**config.mk**
```make
export PLATFORM = sky130hd
export DESIGN_NAME = hog_cell_histogram
export DESIGN_NICKNAME = d
export VERILOG_FILES = /design/src/rtl/core/hch_pkg.sv /design/src/rtl/core/hog_cell_histogram.sv /design/src/rtl/core/hch_ctrl.sv /design/src/rtl/core/hch_datapath.sv
export SDC_FILE = /design/constraint.sdc
export NUM_CORES = 2
export LEC_CHECK = 0
export BUFFER_PORTS_ARGS = -buffer_cell sky130_fd_sc_hd__buf_4
export CORE_MARGIN = 10
export CORE_UTILIZATION = 25
export DETAILED_ROUTE_END_ITERATION = 16
export PLACE_DENSITY = 0.49
export SLEW_MARGIN = 20
export SYNTH_ARGS = -nofsm -noshare
export SYNTH_HDL_FRONTEND = slang
export SYNTH_SLANG_ARGS = --single-unit
```
**constraint.sdc**
```tcl
create_clock -name i_clk -period 11.5 [get_ports i_clk]
set_input_delay 0.575 -clock i_clk [delete_from_list [all_inputs] [get_ports i_clk]]
set_output_delay 0.575 -clock i_clk [all_outputs]
set_load 0.005 [all_outputs]
```
**src/rtl/core/hch_pkg.sv**
```systemverilog
// shared types and constants of the hog cell orientation histogram
// used by hch_ctrl, hch_datapath and hog_cell_histogram
`timescale 1ns / 1ps
`default_nettype none

package hch_pkg;

    // histogram shape
    localparam int NUM_BINS = 9;
    localparam int BIN_W    = 4;
    localparam int SUM_W    = 24;
    localparam logic [SUM_W-1:0] SUM_MAX = {SUM_W{1'b1}};

    // special orientation bins
    localparam logic [BIN_W-1:0] BIN_HORIZONTAL = 4'd0;
    localparam logic [BIN_W-1:0] BIN_VERTICAL   = 4'd4;
    localparam logic [BIN_W-1:0] BIN_MIRROR     = 4'd8;
    localparam logic [BIN_W-1:0] BIN_LAST       = 4'(NUM_BINS - 1);

    // magnitude: floor(sqrt(256 * (fx^2 + fy^2))), 13 result bits
    localparam int MAG_W      = 13;
    localparam int RAD_W      = 2 * MAG_W;
    localparam int ROOT_STEPS = MAG_W;
    localparam int STEP_W     = $clog2(ROOT_STEPS);

    // tan(20k degrees) scaled by 1e9, k = 1..4
    localparam int NUM_BOUNDS = 4;
    localparam int TAN_W      = 33;
    localparam int CMP_W      = 41;
    localparam logic [29:0] TAN_SCALE = 30'd1000000000;
    localparam logic [TAN_W-1:0] TAN_BOUND [NUM_BOUNDS] = '{
        33'd363970234,
        33'd839099631,
        33'd1732050807,
        33'd5671281819
    };

    // controller states
    typedef enum logic [2:0] {
        S_IDLE,
        S_SQUARE,
        S_ROOT,
        S_ACCUM,
        S_OUTPUT
    } t_state;

    // controller to datapath commands
    typedef struct packed {
        logic load;
        logic square;
        logic root;
        logic accum;
        logic emit;
    } t_cmd;

    // datapath to controller status
    typedef struct packed {
        logic last_pixel;
        logic out_last;
    } t_status;

endpackage

`default_nettype wire

```
**src/rtl/core/hog_cell_histogram.sv**
```systemverilog
// HOG cell histogram: nine 20-degree unsigned orientation bins.
// Input channel (i_in_valid / o_in_ready) takes one item per cell pixel:
// its four neighbours and a last-pixel mark. Central differences fx, fy
// give magnitude floor(16*sqrt(fx^2+fy^2)), added with saturation at
// 2^24-1 into the bin of the gradient's orientation.
// Output channel (o_out_valid / i_out_ready) gives nine items, bins 0..8,
// after the last pixel of a cell; o_last_bin marks bin 8. Each sum is
// cleared as its item is taken.
// Sequence: each pixel item passes through accept, a squaring step, a
// one-bit-per-cycle square root (the four orientation compares share its
// first steps) and an accumulate step; the next item is taken only after.
// After the last pixel the nine results follow at one per cycle while
// i_out_ready is high; a stalled receiver holds the current result and
// no new pixel is taken until bin 8 is delivered.
// Reset (synchronous, active low) clears all sums and returns to idle.
// Depends on hch_pkg, hch_ctrl and hch_datapath.
`timescale 1ns / 1ps
`default_nettype none

module hog_cell_histogram (
    input  wire                         i_clk,
    input  wire                         i_rst_n,
    input  wire                         i_in_valid,
    output logic                        o_in_ready,
    input  wire  [7:0]                  i_left_pixel,
    input  wire  [7:0]                  i_right_pixel,
    input  wire  [7:0]                  i_up_pixel,
    input  wire  [7:0]                  i_down_pixel,
    input  wire                         i_last_pixel,
    output logic                        o_out_valid,
    input  wire                         i_out_ready,
    output logic [hch_pkg::BIN_W-1:0]   o_bin_index,
    output logic [hch_pkg::SUM_W-1:0]   o_bin_sum,
    output logic                        o_last_bin
);
    import hch_pkg::*;

    t_cmd    w_cmd;
    t_status w_status;

    // sequencer
    hch_ctrl u_ctrl (
        .i_clk       (i_clk),
        .i_rst_n     (i_rst_n),
        .i_in_valid  (i_in_valid),
        .o_in_ready  (o_in_ready),
        .o_out_valid (o_out_valid),
        .i_out_ready (i_out_ready),
        .i_status    (w_status),
        .o_cmd       (w_cmd)
    );

    // arithmetic and accumulators
    hch_datapath u_datapath (
        .i_clk         (i_clk),
        .i_rst_n       (i_rst_n),
        .i_cmd         (w_cmd),
        .o_status      (w_status),
        .i_left_pixel  (i_left_pixel),
        .i_right_pixel (i_right_pixel),
        .i_up_pixel    (i_up_pixel),
        .i_down_pixel  (i_down_pixel),
        .i_last_pixel  (i_last_pixel),
        .o_bin_index   (o_bin_index),
        .o_bin_sum     (o_bin_sum),
        .o_last_bin    (o_last_bin)
    );

endmodule

`default_nettype wire

```
**src/rtl/core/hch_ctrl.sv**
```systemverilog
// sequencer of the hog cell histogram: load, square, root, accumulate, emit
// depends on hch_pkg
`timescale 1ns / 1ps
`default_nettype none

module hch_ctrl (
    input  wire               i_clk,
    input  wire               i_rst_n,
    input  wire               i_in_valid,
    output logic              o_in_ready,
    output logic              o_out_valid,
    input  wire               i_out_ready,
    input  hch_pkg::t_status  i_status,
    output hch_pkg::t_cmd     o_cmd
);
    import hch_pkg::*;

    t_state              r_state, n_state;
    logic [STEP_W-1:0]   r_step, n_step;
    logic                w_root_done;

    assign w_root_done = (r_step == STEP_W'(ROOT_STEPS - 1));

    // state and step counter registers
    always_ff @(posedge i_clk) begin
        if (!i_rst_n) begin
            r_state <= S_IDLE;
            r_step  <= '0;
        end else begin
            r_state <= n_state;
            r_step  <= n_step;
        end
    end

    // step counter for the square root iterations
    always_comb begin
        n_step = r_step;
        if (r_state == S_SQUARE) begin
            n_step = '0;
        end else if (r_state == S_ROOT && !w_root_done) begin
            n_step = r_step + 1'b1;
        end
    end

    // next state
    always_comb begin
        n_state = r_state;
        unique case (r_state)
            S_IDLE: begin
                if (i_in_valid) n_state = S_SQUARE;
            end
            S_SQUARE: begin
                n_state = S_ROOT;
            end
            S_ROOT: begin
                if (w_root_done) n_state = S_ACCUM;
            end
            S_ACCUM: begin
                n_state = i_status.last_pixel ? S_OUTPUT : S_IDLE;
            end
            S_OUTPUT: begin
                if (i_out_ready && i_status.out_last) n_state = S_IDLE;
            end
            default: begin
                n_state = S_IDLE;
            end
        endcase
    end

    // outputs and commands
    always_comb begin
        o_in_ready   = (r_state == S_IDLE);
        o_out_valid  = (r_state == S_OUTPUT);
        o_cmd.load   = (r_state == S_IDLE) && i_in_valid;
        o_cmd.square = (r_state == S_SQUARE);
        o_cmd.root   = (r_state == S_ROOT);
        o_cmd.accum  = (r_state == S_ACCUM);
        o_cmd.emit   = (r_state == S_OUTPUT) && i_out_ready;
    end

endmodule

`default_nettype wire

```
**src/rtl/core/hch_datapath.sv**
```systemverilog
// datapath of the hog cell histogram: gradients, serial square root,
// orientation compare, bin accumulators and output index
// depends on hch_pkg
`timescale 1ns / 1ps
`default_nettype none

module hch_datapath (
    input  wire                          i_clk,
    input  wire                          i_rst_n,
    input  hch_pkg::t_cmd                i_cmd,
    output hch_pkg::t_status             o_status,
    input  wire  [7:0]                   i_left_pixel,
    input  wire  [7:0]                   i_right_pixel,
    input  wire  [7:0]                   i_up_pixel,
    input  wire  [7:0]                   i_down_pixel,
    input  wire                          i_last_pixel,
    output logic [hch_pkg::BIN_W-1:0]    o_bin_index,
    output logic [hch_pkg::SUM_W-1:0]    o_bin_sum,
    output logic                         o_last_bin
);
    import hch_pkg::*;

    logic signed [8:0]      r_fx, r_fy;
    logic                   r_last;
    logic [7:0]             r_ax, r_ay;
    logic [RAD_W-1:0]       r_rad;
    logic [MAG_W+2:0]       r_rem;
    logic [MAG_W-1:0]       r_root;
    logic [2:0]             r_k;
    logic [2:0]             r_count;
    logic [BIN_W-1:0]       r_out_idx;
    logic [SUM_W-1:0]       r_acc [NUM_BINS];

    logic [16:0]            w_sq;
    logic [MAG_W+4:0]       w_rem_sh, w_trial;
    logic [CMP_W-1:0]       w_lhs, w_rhs;
    logic [BIN_W-1:0]       w_bin, w_addr;
    logic [SUM_W-1:0]       w_rd;
    logic [SUM_W:0]         w_sum;
    logic [SUM_W-1:0]       w_new;

    // sum of squared differences
    assign w_sq = 17'(r_fx * r_fx) + 17'(r_fy * r_fy);

    // one radicand digit pair per root step
    assign w_rem_sh = {r_rem, r_rad[RAD_W-1 -: 2]};
    assign w_trial  = (MAG_W+5)'({r_root, 2'b01});

    // one orientation boundary per step: |fy| * scale > |fx| * tan bound
    assign w_lhs = CMP_W'(r_ay) * CMP_W'(TAN_SCALE);
    assign w_rhs = CMP_W'(r_ax) * CMP_W'(TAN_BOUND[r_k[1:0]]);

    // bin selection from the boundary count and the quadrant
    always_comb begin
        if (r_fx == 9'sd0) begin
            w_bin = BIN_VERTICAL;
        end else if (r_fy == 9'sd0) begin
            w_bin = BIN_HORIZONTAL;
        end else if (r_fx[8] == r_fy[8]) begin
            w_bin = BIN_W'(r_count);
        end else begin
            w_bin = BIN_MIRROR - BIN_W'(r_count);
        end
    end

    // single accumulator read port
    assign w_addr = i_cmd.accum ? w_bin : r_out_idx;
    assign w_rd   = r_acc[w_addr];

    // saturating accumulate
    assign w_sum = (SUM_W+1)'(w_rd) + (SUM_W+1)'(r_root);
    assign w_new = w_sum[SUM_W] ? SUM_MAX : w_sum[SUM_W-1:0];

    // gradient, magnitude and orientation registers
    always_ff @(posedge i_clk) begin
        if (i_cmd.load) begin
            r_fx   <= $signed({1'b0, i_right_pixel}) - $signed({1'b0, i_left_pixel});
            r_fy   <= $signed({1'b0, i_down_pixel}) - $signed({1'b0, i_up_pixel});
            r_last <= i_last_pixel;
        end
        if (i_cmd.square) begin
            r_ax    <= 8'(r_fx[8] ? -r_fx : r_fx);
            r_ay    <= 8'(r_fy[8] ? -r_fy : r_fy);
            r_rad   <= RAD_W'({w_sq, 8'd0});
            r_rem   <= '0;
            r_root  <= '0;
            r_k     <= '0;
            r_count <= '0;
        end
        if (i_cmd.root) begin
            r_rad <= {r_rad[RAD_W-3:0], 2'b00};
            if (w_rem_sh >= w_trial) begin
                r_rem  <= (MAG_W+3)'(w_rem_sh - w_trial);
                r_root <= {r_root[MAG_W-2:0], 1'b1};
            end else begin
                r_rem  <= (MAG_W+3)'(w_rem_sh);
                r_root <= {r_root[MAG_W-2:0], 1'b0};
            end
            if (r_k < 3'(NUM_BOUNDS)) begin
                r_k <= r_k + 1'b1;
                if (w_lhs > w_rhs) r_count <= r_count + 1'b1;
            end
        end
    end

    // accumulators and output index
    always_ff @(posedge i_clk) begin
        if (!i_rst_n) begin
            for (int i = 0; i < NUM_BINS; i++) r_acc[i] <= '0;
            r_out_idx <= '0;
        end else begin
            if (i_cmd.accum) begin
                r_acc[w_addr] <= w_new;
            end
            if (i_cmd.emit) begin
                r_acc[r_out_idx] <= '0;
                r_out_idx <= (r_out_idx == BIN_LAST) ? '0 : r_out_idx + 1'b1;
            end
        end
    end

    assign o_status.last_pixel = r_last;
    assign o_status.out_last   = (r_out_idx == BIN_LAST);
    assign o_bin_index         = r_out_idx;
    assign o_bin_sum           = w_rd;
    assign o_last_bin          = (r_out_idx == BIN_LAST);

endmodule

`default_nettype wire

```
After elaboration in Yosys (flattened, before gate mapping)

Memories as Yosys holds them, arrays and structs flattened.
Index checks and enable logic that the tools add are counted.
W data, S select, Z words.

Memories: 1
Output and inout port bits: 31
Memory bits (read-only): 0
Memory bits (writable): 216
Bits in latches: 0
Bits in registers: 99
Logic and storage cells: 104

Memory list:

| memory           | depth | width | rd ports | clocked after memory_dff | write ports | RTL line           | text |
|---|---|---|---|---|---|---|---|
| u_datapath.r_acc | 9     | 24    | 1        | 0                        | 9           | hch_datapath.sv:32 | `logic [SUM_W-1:0] r_acc [NUM_BINS];` |

Equal/unequal tests: 10
Reductions and logical operators: 13
$mul: 4
Bitwise logic cells: 2
Div/mod/pow operators: 0
Muxes and demuxes: 44
Shift-type cells: 0
$add $sub $neg: 12
$lt $le $gt $ge: 4

Operators by type and width:

| kind                    | count |
|---|---|
| $mux W24                | 3 |
| $bmux W33 S2            | 1 |
| $mux W33                | 2 |
| $mux W26                | 2 |
| $mux W16                | 3 |
| $reduce_or A24 Y1       | 2 |
| $gt A38 B41 Y1          | 1 |
| $mul A8 B33 Y41         | 1 |
| $mul A9 B9 Y17          | 2 |
| $mux W3                 | 11 |
| $mul A8 B21 Y29 const B | 1 |
| $mux W4                 | 7 |
| $mux W13                | 2 |
| $add A24 B13 Y25        | 1 |
| $ge A18 B15 Y1          | 1 |
| $logic_not A9 Y1        | 2 |
| $sub A8 B8 Y9           | 2 |
| $add A17 B17 Y17        | 1 |
| $mux W8                 | 2 |
| $neg A8 Y8              | 2 |
| $sub A16 B15 Y16        | 1 |
| $pmux W3 S5             | 1 |
| $mux W1                 | 10 |
| $add A4 B1 Y4 const B   | 2 |
| other kinds (19)        | 26 |

Logic depth before layout (Yosys ltp)

An unclocked memory read counts as a cell.

Depth in word-level cells: 10
Gate-level depth with buffers: 36
Depth with buffers taken out: 34

By module

Synthesis repeated with hierarchy kept, for this count alone.

Cell total of the unflattened synthesis: 3775
Area, all modules: 37608.6 µm²

Modules (own cells, without submodules):

| module       | times used | cells an instance | area each (µm²) |
|---|---|---|---|
| hch_datapath | 1          | 3730              | 37232.0 |
| hch_ctrl     | 1          | 45                | 376.6 |

Worst setup path before layout

Ideal clock, no wire load.

Kind: register to register
From: reg u_datapath.r_k[1]
To: reg u_datapath.r_count[1]
Library setup time: 121 ps
Stages on the path, launching flop included: 36
Arrival time: 8261 ps
Clock period less this slack: 8382 ps
Path slack: 3118 ps
Path buffers: 2
Data required time: 11379 ps
Path through: dfxtp_1 > clkbuf_1 > inv_2 > ha_1 > clkbuf_1 > and2_1 > nor2_1 > fa_1 > inv_1 > fa_1 > fa_1 > inv_1 > fa_1 > inv_1 > ha_1 > or2_2 > a21oi_1 > a21oi_1 > a31o_2 > a21oi_1 > a31o_2 > a211oi_1 > or3_1 > a21oi_1 > xor2_1 > ha_1 > nand4_1 > nor4_1 > nand4_1 > nor4_1 > a311o_1 > nor2_1 > nor4b_1 > nor2_1 > a211oi_1 > mux2_2

Cells in the longest elaborated chain, start to end: 9

RTL lines:

| what                                        | RTL line            | text |
|---|---|---|
| start: declaration                          | hch_datapath.sv:29  | `logic [2:0] r_k;` |
| start signal: assignment                    | hch_datapath.sv:100 | `r_k <= r_k + 1'b1;` |
| $not A2 Y3 (implied by the code)            | hch_datapath.sv:51  | `assign w_rhs = CMP_W'(r_ax) * CMP_W'(TAN_BOUND[r_k[1:0]]);` |
| $bmux W33 S2                                | hch_datapath.sv:51  |  |
| $mux W33 (implied by the code) (2 in a row) | hch_datapath.sv:51  |  |
| $mul A8 B33 Y41                             | hch_datapath.sv:51  |  |
| $gt A38 B41 Y1                              | hch_datapath.sv:101 | `if (w_lhs > w_rhs) r_count <= r_count + 1'b1;` |
| $mux W3                                     | hch_datapath.sv:101 |  |
| $mux W3 (*)                                 | hch_datapath.sv:99  | `if (r_k < 3'(NUM_BOUNDS)) begin` |
| $mux W3 (*)                                 | hch_datapath.sv:90  | `if (i_cmd.root) begin` |
| end signal: assignment                      | hch_datapath.sv:101 |  |
| end: declaration                            | hch_datapath.sv:30  | `logic [2:0] r_count;` |

Mark *: on every way between the ends. The rest lies on a longest branch, timed or not. The select of a mux whose other input is x is not followed.
A chain may end at the register's enable or synchronous reset.

Worst setup path in the final report

Ends and elaborated chain as after synthesis.

==> results by stage <==
Critical path:
- The startpoint type of the worst setup path is a flip-flop.
- By startpoint and endpoint, the worst setup path is classified as reg -> reg.
- Among cell families on the critical path, the largest total delay comes from compound AO/OA/AOI/OAI gates.
- The startpoint of the worst-slack reg-to-reg timing path is u_datapath.r_k[1].
- The path depth of the worst reg2reg path is 33.
- On the worst path, the slowest cell contributes a delay of 630 ps.
- Across all register-to-register paths, the minimum setup slack is 1600 ps.
- The worst path arrival time is 10370 ps.
- In this design, the critical path's most frequently occurring cell is sky130_fd_sc_hd__ha_1.
- STA classifies the critical path endpoint as a flip-flop.
- The critical path buffer and inverter count is 3.
- In this run the critical register-to-register path is captured at u_datapath.r_count[1].
- The data required time at the worst endpoint is 11970 ps.
- Among all stages on the critical path, the largest delay is contributed by sky130_fd_sc_hd__dfxtp_1.
- In this run the worst path has a maximum fanout of 16.

Floorplanning:
- The cell row count is 146.
- The die covers 0.175 sq mm.
- Pin placement for this block handled 68 I/O pins.
- The initial utilization of the core area, before any placement, comes to 25.1%.
- The core region area is 0.158 sq mm.
- The die outline width is 418 um.
- The height of the die is 418 um.

Clock tree:
- Clock tree synthesis inserted a total of 50 buffers.
- CTS placed an instance of sky130_fd_sc_hd__clkbuf_16 at the clock tree root.
- TritonCTS built the clock tree.
- The number of clock sinks is 483.
- The buffer levels on the longest clock path is 3.
- The H-tree level count is 2.
- Post-CTS repair changed the size of 0 cells.
- Hold repair after CTS inserted 0 buffers.
- The buffer count from post-CTS setup fixing is 0.
- The source-to-sink clock delay at the later pin of the worst-skew pair is 650 ps.
- The post-CTS clock slew at the launch and capture registers of the worst setup and hold paths is 70 ps.

Routing:
- The final route contains 28200 vias.
- The number of iterations in the first detailed-routing pass is 7.
- Dividing the detail-routed wire length by the instance count gives 20.0 um.
- After detailed routing, the number of vias per cell comes to 4.72.
- The number of DRC violations after detailed-routing iteration 0 is 2026.
- The final wirelength is 120000 um.
- The count of nets left with antenna violations once routing finished came out at 0.
- The number of DRC violations after detailed routing is 0.

Synth:
- The basic-gate share of the synthesized area counting and, or, nand and nor cells is 14.1%.
- The adder-cell share of the synthesized area is 27.0%.
- In this run, synthesis produced a sequential element count of 483.
- The synthesized netlist devotes 10.4% of its cell area to compound gates.
- Summing the areas of all xor and xnor instances in the mapped netlist gives 3.36% of the synthesized area.
- The number of nets handed over by synthesis was 4545.
- The synthesized design contains 466 enable-type register cells.
- For this run, the leading register cell type out of synthesis is sky130_fd_sc_hd__edfxtp_1.
- The async set or reset register ratio after synthesis is 0%.
- The mux share of post-synthesis cell area is 1.81%.
- The post-synthesis cell area is 0.0396 sq mm.
- The share of the Yosys chip area taken by registers is 36.2%.
- The number of instances in the synthesized netlist is 3855.
- The number of library cell types mapped by synthesis is 90.
- The dominant combinational cell family by area after synthesis is adder cells.
- For this run, the number of Yosys warnings is 0.
- The post-synthesis area per instance is 10.3 sq um.

Worst hold path:
- The count of cells along the worst hold path is 1.
- The start point of the worst min-delay path is i_last_pixel.
- The worst hold path belongs to the class in -> reg.
- The destination of the worst hold path is u_datapath.r_last.

Timing:
- Setup repair after global routing left no endpoint under its margin.
- The worst clock skew is 69.8 ps.
- Static timing analysis puts the maximum clock frequency at 0.101 GHz.
- The shortest clock period the worst path allows after layout is 9900 ps.
- For the pin with the worst max-slew slack, the measured transition is 1090 ps.
- The ratio of final minimum period to clock period is 86.1%.
- The normalized max-slew margin is 26.2%.
- Setup violations remaining at the end of the flow were counted as 0.
- The final number of hold-violating endpoints is 0.
- The count of final max-slew check failures is 0.
- The final sum of negative setup slack is 0 ps.

Finish:
- Leaving out fill and tap cells, the most frequent cell in the layout is sky130_fd_sc_hd__inv_1.
- The library cells used most frequently in the layout, excluding fill and tap cells, are 528 x sky130_fd_sc_hd__inv_1, 497 x sky130_fd_sc_hd__nand2_1, 466 x sky130_fd_sc_hd__edfxtp_1, 339 x sky130_fd_sc_hd__fa_1, 314 x sky130_fd_sc_hd__ha_1.
- The post-layout net count is 4556.
- From synthesis to final layout, the design area changed by 11.8%.
- In the final layout, the share of cells above drive strength 1 is 7.58%.

Run:
- The max capacitance violation total is 0.

Global routing:
- Across every metal layer, demand over resource in global routing totals 13.4%.
- The maximum number of pins on one net before global-route repair is 91.
- The via count of the first global-routing pass is 28600.
- The overflow left after global routing is 0.
- The initial antenna violation count is 3.
- The first global-routing pass estimated 182000 um of wire.

Placed design:
- The routability congestion estimate from global placement is 0.859.
- The sum of net half-perimeters after detailed placement is 86900 um.
- The number of I/O port buffers is 67.

Outcome:
- The run finished with clean final reports.
==> cell usage after synthesis (23+ instances only) <==
cell type / number / area (sq um)
sky130_fd_sc_hd__clkbuf_1: 105 / 394
sky130_fd_sc_hd__nor2_1: 192 / 721
sky130_fd_sc_hd__nor3_1: 95 / 475
sky130_fd_sc_hd__mux2i_1: 47 / 470
sky130_fd_sc_hd__nand4_1: 23 / 144
sky130_fd_sc_hd__nor2b_1: 32 / 200
sky130_fd_sc_hd__nand2b_1: 35 / 219
sky130_fd_sc_hd__and2_1: 73 / 457
sky130_fd_sc_hd__a211oi_1: 42 / 315
sky130_fd_sc_hd__xnor2_1: 97 / 850
sky130_fd_sc_hd__a21oi_1: 203 / 1020
sky130_fd_sc_hd__fa_1: 339 / 6790
sky130_fd_sc_hd__and3_1: 55 / 344
sky130_fd_sc_hd__a31oi_1: 47 / 294
sky130_fd_sc_hd__edfxtp_1: 466 / 14000
sky130_fd_sc_hd__buf_2: 38 / 190
sky130_fd_sc_hd__xor2_1: 48 / 420
sky130_fd_sc_hd__a311oi_1: 34 / 298
sky130_fd_sc_hd__o21ai_0: 73 / 365
sky130_fd_sc_hd__nand2_1: 500 / 1880
sky130_fd_sc_hd__nand3_1: 120 / 601
sky130_fd_sc_hd__a21o_1: 34 / 255
sky130_fd_sc_hd__inv_1: 528 / 1980
sky130_fd_sc_hd__ha_1: 314 / 3930
==> registers in the layout, summed over array words and instances (netlist names) <==
signal and cells:
u_datapath.r_rad 18, u_datapath.r_rem 16, u_datapath.r_acc 384, u_datapath.r_last 1, u_ctrl.r_state 3, u_datapath.r_ax 8, u_datapath.r_fx 9, u_datapath.r_k 3
u_ctrl.r_step 4, u_datapath.r_root 13, u_datapath.r_count 3, u_datapath.r_ay 8, u_datapath.o_bin_index 4, u_datapath.r_fy 9
==> worst max path at each step <==
stage | from | endpoint | slack, ps | cells after the start
2_1_floorplan | u_datapath.r_k[1] | u_datapath.r_count[1] | 3120 | 35
3_3_place_gp | u_datapath.r_k[1] | u_datapath.r_count[1] | 2120 | 33
3_5_place_dp | u_datapath.r_k[1] | u_datapath.r_count[1] | 1850 | 33
4_1_cts | u_datapath.r_k[1] | u_datapath.r_count[1] | 1760 | 33
5_1_grt | u_datapath.r_k[1] | u_datapath.r_count[1] | 960 | 33
6_report | u_datapath.r_k[1] | u_datapath.r_count[1] | 1600 | 33
==> logic make-up (layout without fill, tap and decap cells) <==
kind of cell,Yosys count,in the layout
other,0,3
buffers and inverters,704,755
AND/OR/NAND/NOR,1202,1202
AO/OA/AOI/OAI,599,599
XOR/XNOR,148,148
adder cells (fa/ha/maj),653,653
multiplexers,66,66
flip-flops,483,483
==> routing by layer <==
layer	vias up	wire [um]	part of all wire, %	GRT usage (%)
met2	720	58000	48	22.6
met5	-	0	0	0
met4	0	4420	3.7	4.61
met3	151	4900	4.1	1.16
met1	14100	52600	44	18.0
li1	13200	-	-	-
==> final cells by class <==
| class | count | area, sq um |
|---|---|---|
| Antenna cell | 3 | 7.51 |
| Clock buffer | 60 | 1290 |
| Clock inverter | 32 | 452 |
| Fill cell | 16500 | 114000 |
| Inverter | 533 | 2000 |
| Multi-Input combinational cell | 2668 | 22600 |
| Sequential cell | 483 | 14300 |
| Tap cell | 2072 | 2590 |
| Timing Repair Buffer | 130 | 988 |
==> per-stage QoR <==
step,setup slack (ps),area (sq um),hold WS (ps),utilization [%],instances
CTS,1760,44300,88.3,28.0,5978
floorplan,3120,39600,442,-,3855
detailed placement,1850,42500,472,26.9,5886
finish,1600,44300,132,28.0,5981
global placement,2120,42500,464,26.9,5886
global route,961,44300,103,28.0,5981
Power is not shown: default switching activity piles up to over one toggle a cycle in this logic, so the estimate is an artifact.
